<file path="src/rtl/bid_pkg.sv">
// bounded integer deque: shared types and command codes
// used by bid_ring_mem, bid_ctrl, bounded_integer_deque_unit and the verif files; no dependencies
package bid_pkg;

  localparam int WORD_W  = 32;
  localparam int CMD_W   = 3;
  localparam int COUNT_W = 5;

  localparam logic [CMD_W-1:0] CMD_PUSH_RIGHT = 3'd0;
  localparam logic [CMD_W-1:0] CMD_PUSH_LEFT  = 3'd1;
  localparam logic [CMD_W-1:0] CMD_POP_RIGHT  = 3'd2;
  localparam logic [CMD_W-1:0] CMD_POP_LEFT   = 3'd3;
  localparam logic [CMD_W-1:0] CMD_QUERY      = 3'd4;

  typedef struct packed {
    logic [CMD_W-1:0]         command;
    logic signed [WORD_W-1:0] push_value;
  } in_req_t;

  typedef struct packed {
    logic signed [WORD_W-1:0] left_value;
    logic signed [WORD_W-1:0] right_value;
    logic [COUNT_W-1:0]       entry_count;
    logic                     is_empty;
    logic                     is_full;
    logic                     op_error;
  } out_rsp_t;

endpackage

</file>
<file path="src/rtl/bid_ring_mem.sv">
// ring storage of the deque: one write port, one read port, registered read
// depends on bid_pkg for the word width
module bid_ring_mem #(
  parameter int DEPTH = 16,
  parameter int AW    = 4
) (
  input  logic                              clk,
  input  logic                              wr_en,
  input  logic [AW-1:0]                     wr_addr,
  input  logic signed [bid_pkg::WORD_W-1:0] wr_data,
  input  logic                              rd_en,
  input  logic [AW-1:0]                     rd_addr,
  output logic signed [bid_pkg::WORD_W-1:0] rd_data
);

  logic signed [bid_pkg::WORD_W-1:0] mem [DEPTH];

  always_ff @(posedge clk) begin
    if (wr_en) begin
      mem[wr_addr] <= wr_data;
    end
  end

  always_ff @(posedge clk) begin
    if (rd_en) begin
      rd_data <= mem[rd_addr];
    end
  end

endmodule

</file>
<file path="src/rtl/bid_ctrl.sv">
// deque control: end indices, count, cached end words, read sequencing and
// the result register; depends on bid_pkg, drives bid_ring_mem
module bid_ctrl #(
  parameter int DEPTH = 16,
  parameter int AW    = 4,
  parameter int CW    = 5
) (
  input  logic                              clk,
  input  logic                              rst_n,
  input  logic                              in_valid,
  output logic                              in_stall,
  input  bid_pkg::in_req_t                  in_req,
  output logic                              out_valid,
  input  logic                              out_stall,
  output bid_pkg::out_rsp_t                 out_rsp,
  output logic                              wr_en,
  output logic [AW-1:0]                     wr_addr,
  output logic signed [bid_pkg::WORD_W-1:0] wr_data,
  output logic                              rd_en,
  output logic [AW-1:0]                     rd_addr,
  input  logic signed [bid_pkg::WORD_W-1:0] rd_data
);

  typedef enum logic [1:0] {
    ST_IDLE = 2'b01,
    ST_READ = 2'b10
  } state_t;

  localparam logic [AW-1:0] LAST_SLOT = AW'(DEPTH - 1);
  localparam logic [CW-1:0] FULL_CNT  = CW'(DEPTH);

  state_t                            state_r, state_nxt;
  logic [AW-1:0]                     li_r, li_nxt;
  logic [AW-1:0]                     ri_r, ri_nxt;
  logic [CW-1:0]                     cnt_r, cnt_nxt;
  logic signed [bid_pkg::WORD_W-1:0] lv_r, lv_nxt;
  logic signed [bid_pkg::WORD_W-1:0] rv_r, rv_nxt;
  logic                              side_r, side_nxt;
  logic                              out_valid_r, out_valid_nxt;
  bid_pkg::out_rsp_t                 rsp_r, rsp_nxt;
  logic                              load;
  logic                              err;
  logic                              accept;
  logic                              is_empty, is_full;
  logic [CW+4:0]                     cnt_ext;

  function automatic logic [AW-1:0] slot_next(input logic [AW-1:0] s);
    return (s == LAST_SLOT) ? '0 : s + 1'b1;
  endfunction

  function automatic logic [AW-1:0] slot_prev(input logic [AW-1:0] s);
    return (s == '0) ? LAST_SLOT : s - 1'b1;
  endfunction

  assign in_stall  = (state_r != ST_IDLE) || (out_valid_r && out_stall);
  assign accept    = in_valid && !in_stall;
  assign is_empty  = (cnt_r == '0);
  assign is_full   = (cnt_r == FULL_CNT);
  assign out_valid = out_valid_r;
  assign out_rsp   = rsp_r;
  assign wr_data   = in_req.push_value;

  always_comb begin
    state_nxt = state_r;
    li_nxt    = li_r;
    ri_nxt    = ri_r;
    cnt_nxt   = cnt_r;
    lv_nxt    = lv_r;
    rv_nxt    = rv_r;
    side_nxt  = side_r;
    wr_en     = 1'b0;
    wr_addr   = li_r;
    rd_en     = 1'b0;
    rd_addr   = li_r;
    load      = 1'b0;
    err       = 1'b0;
    case (state_r)
      ST_IDLE: begin
        if (accept) begin
          case (in_req.command)
            bid_pkg::CMD_PUSH_RIGHT, bid_pkg::CMD_PUSH_LEFT: begin
              if (is_full) begin
                err = 1'b1;
              end else if (is_empty) begin
                ri_nxt  = li_r;
                wr_en   = 1'b1;
                wr_addr = li_r;
                lv_nxt  = in_req.push_value;
                rv_nxt  = in_req.push_value;
                cnt_nxt = CW'(1);
              end else if (in_req.command == bid_pkg::CMD_PUSH_RIGHT) begin
                ri_nxt  = slot_next(ri_r);
                wr_en   = 1'b1;
                wr_addr = ri_nxt;
                rv_nxt  = in_req.push_value;
                cnt_nxt = cnt_r + 1'b1;
              end else begin
                li_nxt  = slot_prev(li_r);
                wr_en   = 1'b1;
                wr_addr = li_nxt;
                lv_nxt  = in_req.push_value;
                cnt_nxt = cnt_r + 1'b1;
              end
            end
            bid_pkg::CMD_POP_RIGHT, bid_pkg::CMD_POP_LEFT: begin
              if (is_empty) begin
                err = 1'b1;
              end else if (cnt_r == CW'(1)) begin
                cnt_nxt = '0;
              end else begin
                // new end word comes back from the ring next cycle
                cnt_nxt   = cnt_r - 1'b1;
                rd_en     = 1'b1;
                state_nxt = ST_READ;
                side_nxt  = (in_req.command == bid_pkg::CMD_POP_RIGHT);
                if (in_req.command == bid_pkg::CMD_POP_RIGHT) begin
                  ri_nxt  = slot_prev(ri_r);
                  rd_addr = ri_nxt;
                end else begin
                  li_nxt  = slot_next(li_r);
                  rd_addr = li_nxt;
                end
              end
            end
            default: ;
          endcase
          load = !rd_en;
        end
      end
      ST_READ: begin
        load      = 1'b1;
        state_nxt = ST_IDLE;
        if (side_r) begin
          rv_nxt = rd_data;
        end else begin
          lv_nxt = rd_data;
        end
      end
      default: state_nxt = ST_IDLE;
    endcase
  end

  always_comb begin
    cnt_ext             = {5'b0, cnt_nxt};
    rsp_nxt.left_value  = (cnt_nxt == '0) ? '0 : lv_nxt;
    rsp_nxt.right_value = (cnt_nxt == '0) ? '0 : rv_nxt;
    rsp_nxt.entry_count = cnt_ext[4:0];
    rsp_nxt.is_empty    = (cnt_nxt == '0);
    rsp_nxt.is_full     = (cnt_nxt == FULL_CNT);
    rsp_nxt.op_error    = err;
    out_valid_nxt       = load || (out_valid_r && out_stall);
  end

  always_ff @(posedge clk) begin
    if (!rst_n) begin
      state_r     <= ST_IDLE;
      li_r        <= '0;
      ri_r        <= '0;
      cnt_r       <= '0;
      side_r      <= 1'b0;
      out_valid_r <= 1'b0;
    end else begin
      state_r     <= state_nxt;
      li_r        <= li_nxt;
      ri_r        <= ri_nxt;
      cnt_r       <= cnt_nxt;
      side_r      <= side_nxt;
      out_valid_r <= out_valid_nxt;
    end
  end

  always_ff @(posedge clk) begin
    lv_r <= lv_nxt;
    rv_r <= rv_nxt;
    if (load) begin
      rsp_r <= rsp_nxt;
    end
  end

endmodule

</file>
<file path="src/rtl/bounded_integer_deque_unit.sv">
// bounded integer deque: push, pop at either end or query, one result per request
// push, query, refused ops and pop of the last word load the result register directly;
// other pops first read the new end word from the ring memory (ST_IDLE, then ST_READ)
// one request in flight at a time; in_stall holds requests in ST_READ or while a result is stalled
// reset (rst_n low, synchronous) empties the deque; the ring itself is not cleared
// depends on bid_pkg, bid_ctrl and bid_ring_mem
module bounded_integer_deque_unit #(
  parameter int DEPTH = 16
) (
  input  logic              clk,
  input  logic              rst_n,
  input  logic              in_valid,
  output logic              in_stall,
  input  bid_pkg::in_req_t  in_req,
  output logic              out_valid,
  input  logic              out_stall,
  output bid_pkg::out_rsp_t out_rsp
);

  localparam int AW = (DEPTH > 1) ? $clog2(DEPTH) : 1;
  localparam int CW = $clog2(DEPTH + 1);

  logic                              wr_en;
  logic [AW-1:0]                     wr_addr;
  logic signed [bid_pkg::WORD_W-1:0] wr_data;
  logic                              rd_en;
  logic [AW-1:0]                     rd_addr;
  logic signed [bid_pkg::WORD_W-1:0] rd_data;

  bid_ctrl #(
    .DEPTH(DEPTH),
    .AW   (AW),
    .CW   (CW)
  ) u_ctrl (
    .clk      (clk),
    .rst_n    (rst_n),
    .in_valid (in_valid),
    .in_stall (in_stall),
    .in_req   (in_req),
    .out_valid(out_valid),
    .out_stall(out_stall),
    .out_rsp  (out_rsp),
    .wr_en    (wr_en),
    .wr_addr  (wr_addr),
    .wr_data  (wr_data),
    .rd_en    (rd_en),
    .rd_addr  (rd_addr),
    .rd_data  (rd_data)
  );

  bid_ring_mem #(
    .DEPTH(DEPTH),
    .AW   (AW)
  ) u_mem (
    .clk    (clk),
    .wr_en  (wr_en),
    .wr_addr(wr_addr),
    .wr_data(wr_data),
    .rd_en  (rd_en),
    .rd_addr(rd_addr),
    .rd_data(rd_data)
  );

`ifndef SYNTH
  // a ring read turns into a result once ST_READ has loaded the result register
  a_read_gives_result: assert property (@(posedge clk) disable iff (!rst_n)
    rd_en |=> ##1 out_valid)
    else $error("ring read not followed by a result");

  // a pop never writes the ring, so a ring read and a ring write never coincide
  a_no_read_write_overlap: assert property (@(posedge clk) disable iff (!rst_n)
    !(rd_en && wr_en))
    else $error("ring read and write in the same cycle");

  a_empty_reads_zero: assert property (@(posedge clk) disable iff (!rst_n)
    (out_valid && out_rsp.is_empty) |->
      (out_rsp.left_value == '0 && out_rsp.right_value == '0 && !out_rsp.is_full))
    else $error("empty result with nonzero end words or full flag");
`endif

endmodule

</file>
<file path="config.mk">
export PLATFORM = sky130hd
export DESIGN_NAME = bounded_integer_deque_unit
export DESIGN_NICKNAME = d
export VERILOG_FILES = /design/src/rtl/bid_pkg.sv /design/src/rtl/bid_ring_mem.sv /design/src/rtl/bid_ctrl.sv /design/src/rtl/bounded_integer_deque_unit.sv
export SDC_FILE = /design/constraint.sdc
export NUM_CORES = 1
export LEC_CHECK = 0
export ABC_AREA = 1
export BUFFER_PORTS_ARGS = -buffer_cell sky130_fd_sc_hd__buf_2
export CAP_MARGIN = 20
export CORE_MARGIN = 2
export CORE_UTILIZATION = 45
export CTS_BUF_LIST = sky130_fd_sc_hd__clkbuf_8 sky130_fd_sc_hd__clkbuf_16
export DETAILED_ROUTE_END_ITERATION = 6
export GPL_TIMING_DRIVEN = 1
export PLACE_DENSITY = 0.64
export SLEW_MARGIN = 10
export SYNTH_ARGS = -nofsm -noshare
export SYNTH_HDL_FRONTEND = slang
export SYNTH_SLANG_ARGS = --single-unit
</file>
<file path="constraint.sdc">
create_clock -name clk -period 4.55 [get_ports clk]
set_input_delay 0.2275 -clock clk [delete_from_list [all_inputs] [get_ports clk]]
set_output_delay 0.2275 -clock clk [all_outputs]
set_load 0.05 [all_outputs]
</file>
==> metrics.txt <==
Hold Path Depth 1; library cells used by synthesis 33; GR Util All Layers 22.6%; Clock Skews 20.7 ps; clk root buf clkbuf_16; Hold Buf Count CTS 5; share of layout cells above drive strength 1 8.90%; status finished, final reports clean; clk slew on worst S/H paths 60 ps; slowest library cell on the worst path buf_4; clock sink count 697; Worst Path Buf+Inv 3; RSZ-0062 raised after global routing no; final WL 82,600 um; vias in the first global route 21,300; TritonCTS clock tree yes; Tot Pwr 0.0168 W; Worst Setup Path Type flip-flop to flip-flop; Clock Latency Late Sink 610 ps; synthesized area 31,700 sq um; GR Overflow Total 0; Critical Path Source Type flip-flop; Clock Path Buffers 3; Max Fanout on Critical Path 79; clock share of power 34.1%; Core ar. 69,800 sq um; IO Pins 113; CP required 5030 ps; final hold viol count 0; global-route wire length before repair 128,000 um; power per cell area 472 nW/um^2; Die ar. 72,500 sq um; Yosys Warn Count 0; Lkg Pwr 15.5 nW; Area Growth Syn to Fin 12.4%; register bit count reported by yosys 697; Switching Share 29.8%; Levels on crit path 13; Clock H-tree levels 3; Post-CTS Setup Bufs 0; Slew Limit Fails 0; Comb pwr share 18.7%; maximum clock rate 283 MHz; Seq pwr share 47.2%; setup TNS 0 ps; drc violations 0; most common cell after layout, fill and taps aside nand2_1; Post-DRT Antenna Nets 0; sequential element share of the synthesized area 63.5%; commonest cells after routing, fill and taps aside nand2_1 (778), inv_1 (665), nand3_1 (629); critical path data arrival time 4010 ps; post-synth net total 3,385; Layout Nets 3,442; combinational family with the most area after synthesis simple AND/OR/NAND/NOR gates; Routed wire per std cell 18.8 um; worst setup margin 1020 ps; worst stage delay on the critical path 570 ps; Internal Power 0.0118 W; post-synthesis compound-gate area fraction 4.55%; Post-CTS Resized 0; via/cell ratio 5.20; dpl ws 1060 ps; Cell Rows 97; Initial Utilization 45.4%; kind of end point of the critical path flip-flop; pin count of the biggest net entering global routing 87; Die X 269 um; gpl congestion 0.874; Gate Count Post-Synth 3,336; Tcrit/Tclk final 77.7%; DR iter-0 viols 2,327; maxcap violations 0; Post-DP HPWL 46,100 um; Least-Margin Pin Slew 1040 ps; crit-path cells inv_1 -> ha_1 -> nand3_2 -> nand2_1 -> nor2_4 -> buf_4 -> nand2_1 -> o21ai_4 -> buf_12 -> nand3_1 -> nand3_1 -> nand3_1 -> nand2_1; Die H 269 um; First-pass DRT Iterations 5; initial antenna violation count 4; total number of vias 22,800; Crit path max-delay family simple AND/OR/NAND/NOR gates; Psw 0.00500 W; final setup fails 0; Synth Area in XOR/XNOR 0.249%; mux cell area share after synthesis 0%; port bufs 112; min Tclk post-route 3530 ps; final hold slack 17.0 ps; post-synthesis simple-gate area fraction 20.8%; peak supply drop 0.365 mV; R2R cell count 13; Synth Area in Adders 0.395%; Avg Inst Size Synth 9.49 sq um; worst hold path type input port to flip-flop; headroom to the max-slew limit 30.1%; CTS buffer count 71
## state kept, by name, summed over array words and instances, names as in the netlist
register	cells
u_mem.mem	512
u_ctrl.li_r	4
u_ctrl.cnt_r	5
u_ctrl.rv_r	32
u_ctrl.lv_r	32
u_ctrl.out_rsp	72
u_ctrl.out_valid	1
u_ctrl.side_r	1
u_ctrl.state_r	2
u_mem.rd_data	32
u_ctrl.ri_r	4
## routing by layer
layer	global-route usage (%)	up-vias	part of all wire, %
met2	35.1	979	45
met3	3.95	123	9.0
met4	6.97	6	2.3
met1	32.5	10700	43
li1	-	11000	-
met5	0	-	0.046
## final timing paths
check	from	endpoint	slack (ps)
max	u_ctrl.cnt_r[0]$_SDFF_PN0_	u_mem.rd_data[26]$_DFFE_PP_	1020
min reg2reg	u_ctrl.state_r[1]$_SDFFE_PN0P_	u_ctrl.state_r[1]$_SDFFE_PN0P_	500
max reg2reg	u_ctrl.cnt_r[0]$_SDFF_PN0_	u_mem.rd_data[26]$_DFFE_PP_	1020
min	in_req[22]	u_mem.mem[8][22]$_DFFE_PP_	20
## metrics by stage
stage / std cells / instance area, sq um / util [%]
2_1_floorplan: 3336 / 31700 / -
3_3_place_gp: 4255 / 33300 / 47.7
3_5_place_dp: 4255 / 33300 / 47.7
4_1_cts: 4389 / 35600 / 51.0
5_1_grt: 4390 / 35600 / 51.0
6_report: 4390 / 35600 / 51.0
## synth_stat cells, drive strengths merged
| master | count | area, sq um |
|---|---|---|
| buf | 116 | 582 |
| inv | 652 | 2450 |
| dfxtp | 81 | 1620 |
| o21ai | 96 | 480 |
| nand3b | 1 | 7.51 |
| nor2 | 106 | 428 |
| or2 | 1 | 6.26 |
| edfxtp | 616 | 18500 |
| o21bai | 1 | 7.51 |
| a22o | 1 | 8.76 |
| o22ai | 2 | 12.5 |
| a21oi | 81 | 405 |
| clkinv | 3 | 11.3 |
| ha | 10 | 125 |
| nand4 | 2 | 12.5 |
| a211oi | 2 | 15.0 |
| o211ai | 66 | 495 |
| xnor2 | 3 | 26.3 |
| a211o | 1 | 8.76 |
| nor3 | 4 | 20.0 |
| nand3 | 631 | 3170 |
| xor2 | 6 | 52.6 |
| clkbuf | 68 | 255 |
| a22oi | 1 | 7.51 |
| nand2 | 785 | 2960 |
## layout make-up
| class | count | area [sq um] |
|---|---|---|
| Antenna cell | 1 | 2.50 |
| Multi-Input combinational cell | 1800 | 8480 |
| Inverter | 655 | 2460 |
| Tap cell | 940 | 1180 |
| Timing Repair Buffer | 168 | 1090 |
| Clock buffer | 76 | 1880 |
| Fill cell | 6216 | 34200 |
| Sequential cell | 697 | 20100 |
| Clock inverter | 53 | 384 |
## power by group through the flow
stage	Sequential, W	Combinational, W	Clock, W
after floorplan	0.00863	0.00172	0
after global placement	0.00804	0.00310	0
after detailed placement	0.00805	0.00313	0
after CTS	0.00793	0.00315	0.00580
after global routing	0.00800	0.00349	0.00603
final	0.00793	0.00313	0.00573
## cells by family (layout without fill, tap and decap cells)
group	after synthesis	count (layout)
AOI/OAI and AO/OA	251	251
xor gates and xnor gates	9	9
adders and majority gates	10	10
buffers and inverters	839	952
DFF	697	697
other	0	1
and+or+nand+nor	1530	1530
No activity file was read; power rests on OpenSTA's default activity.
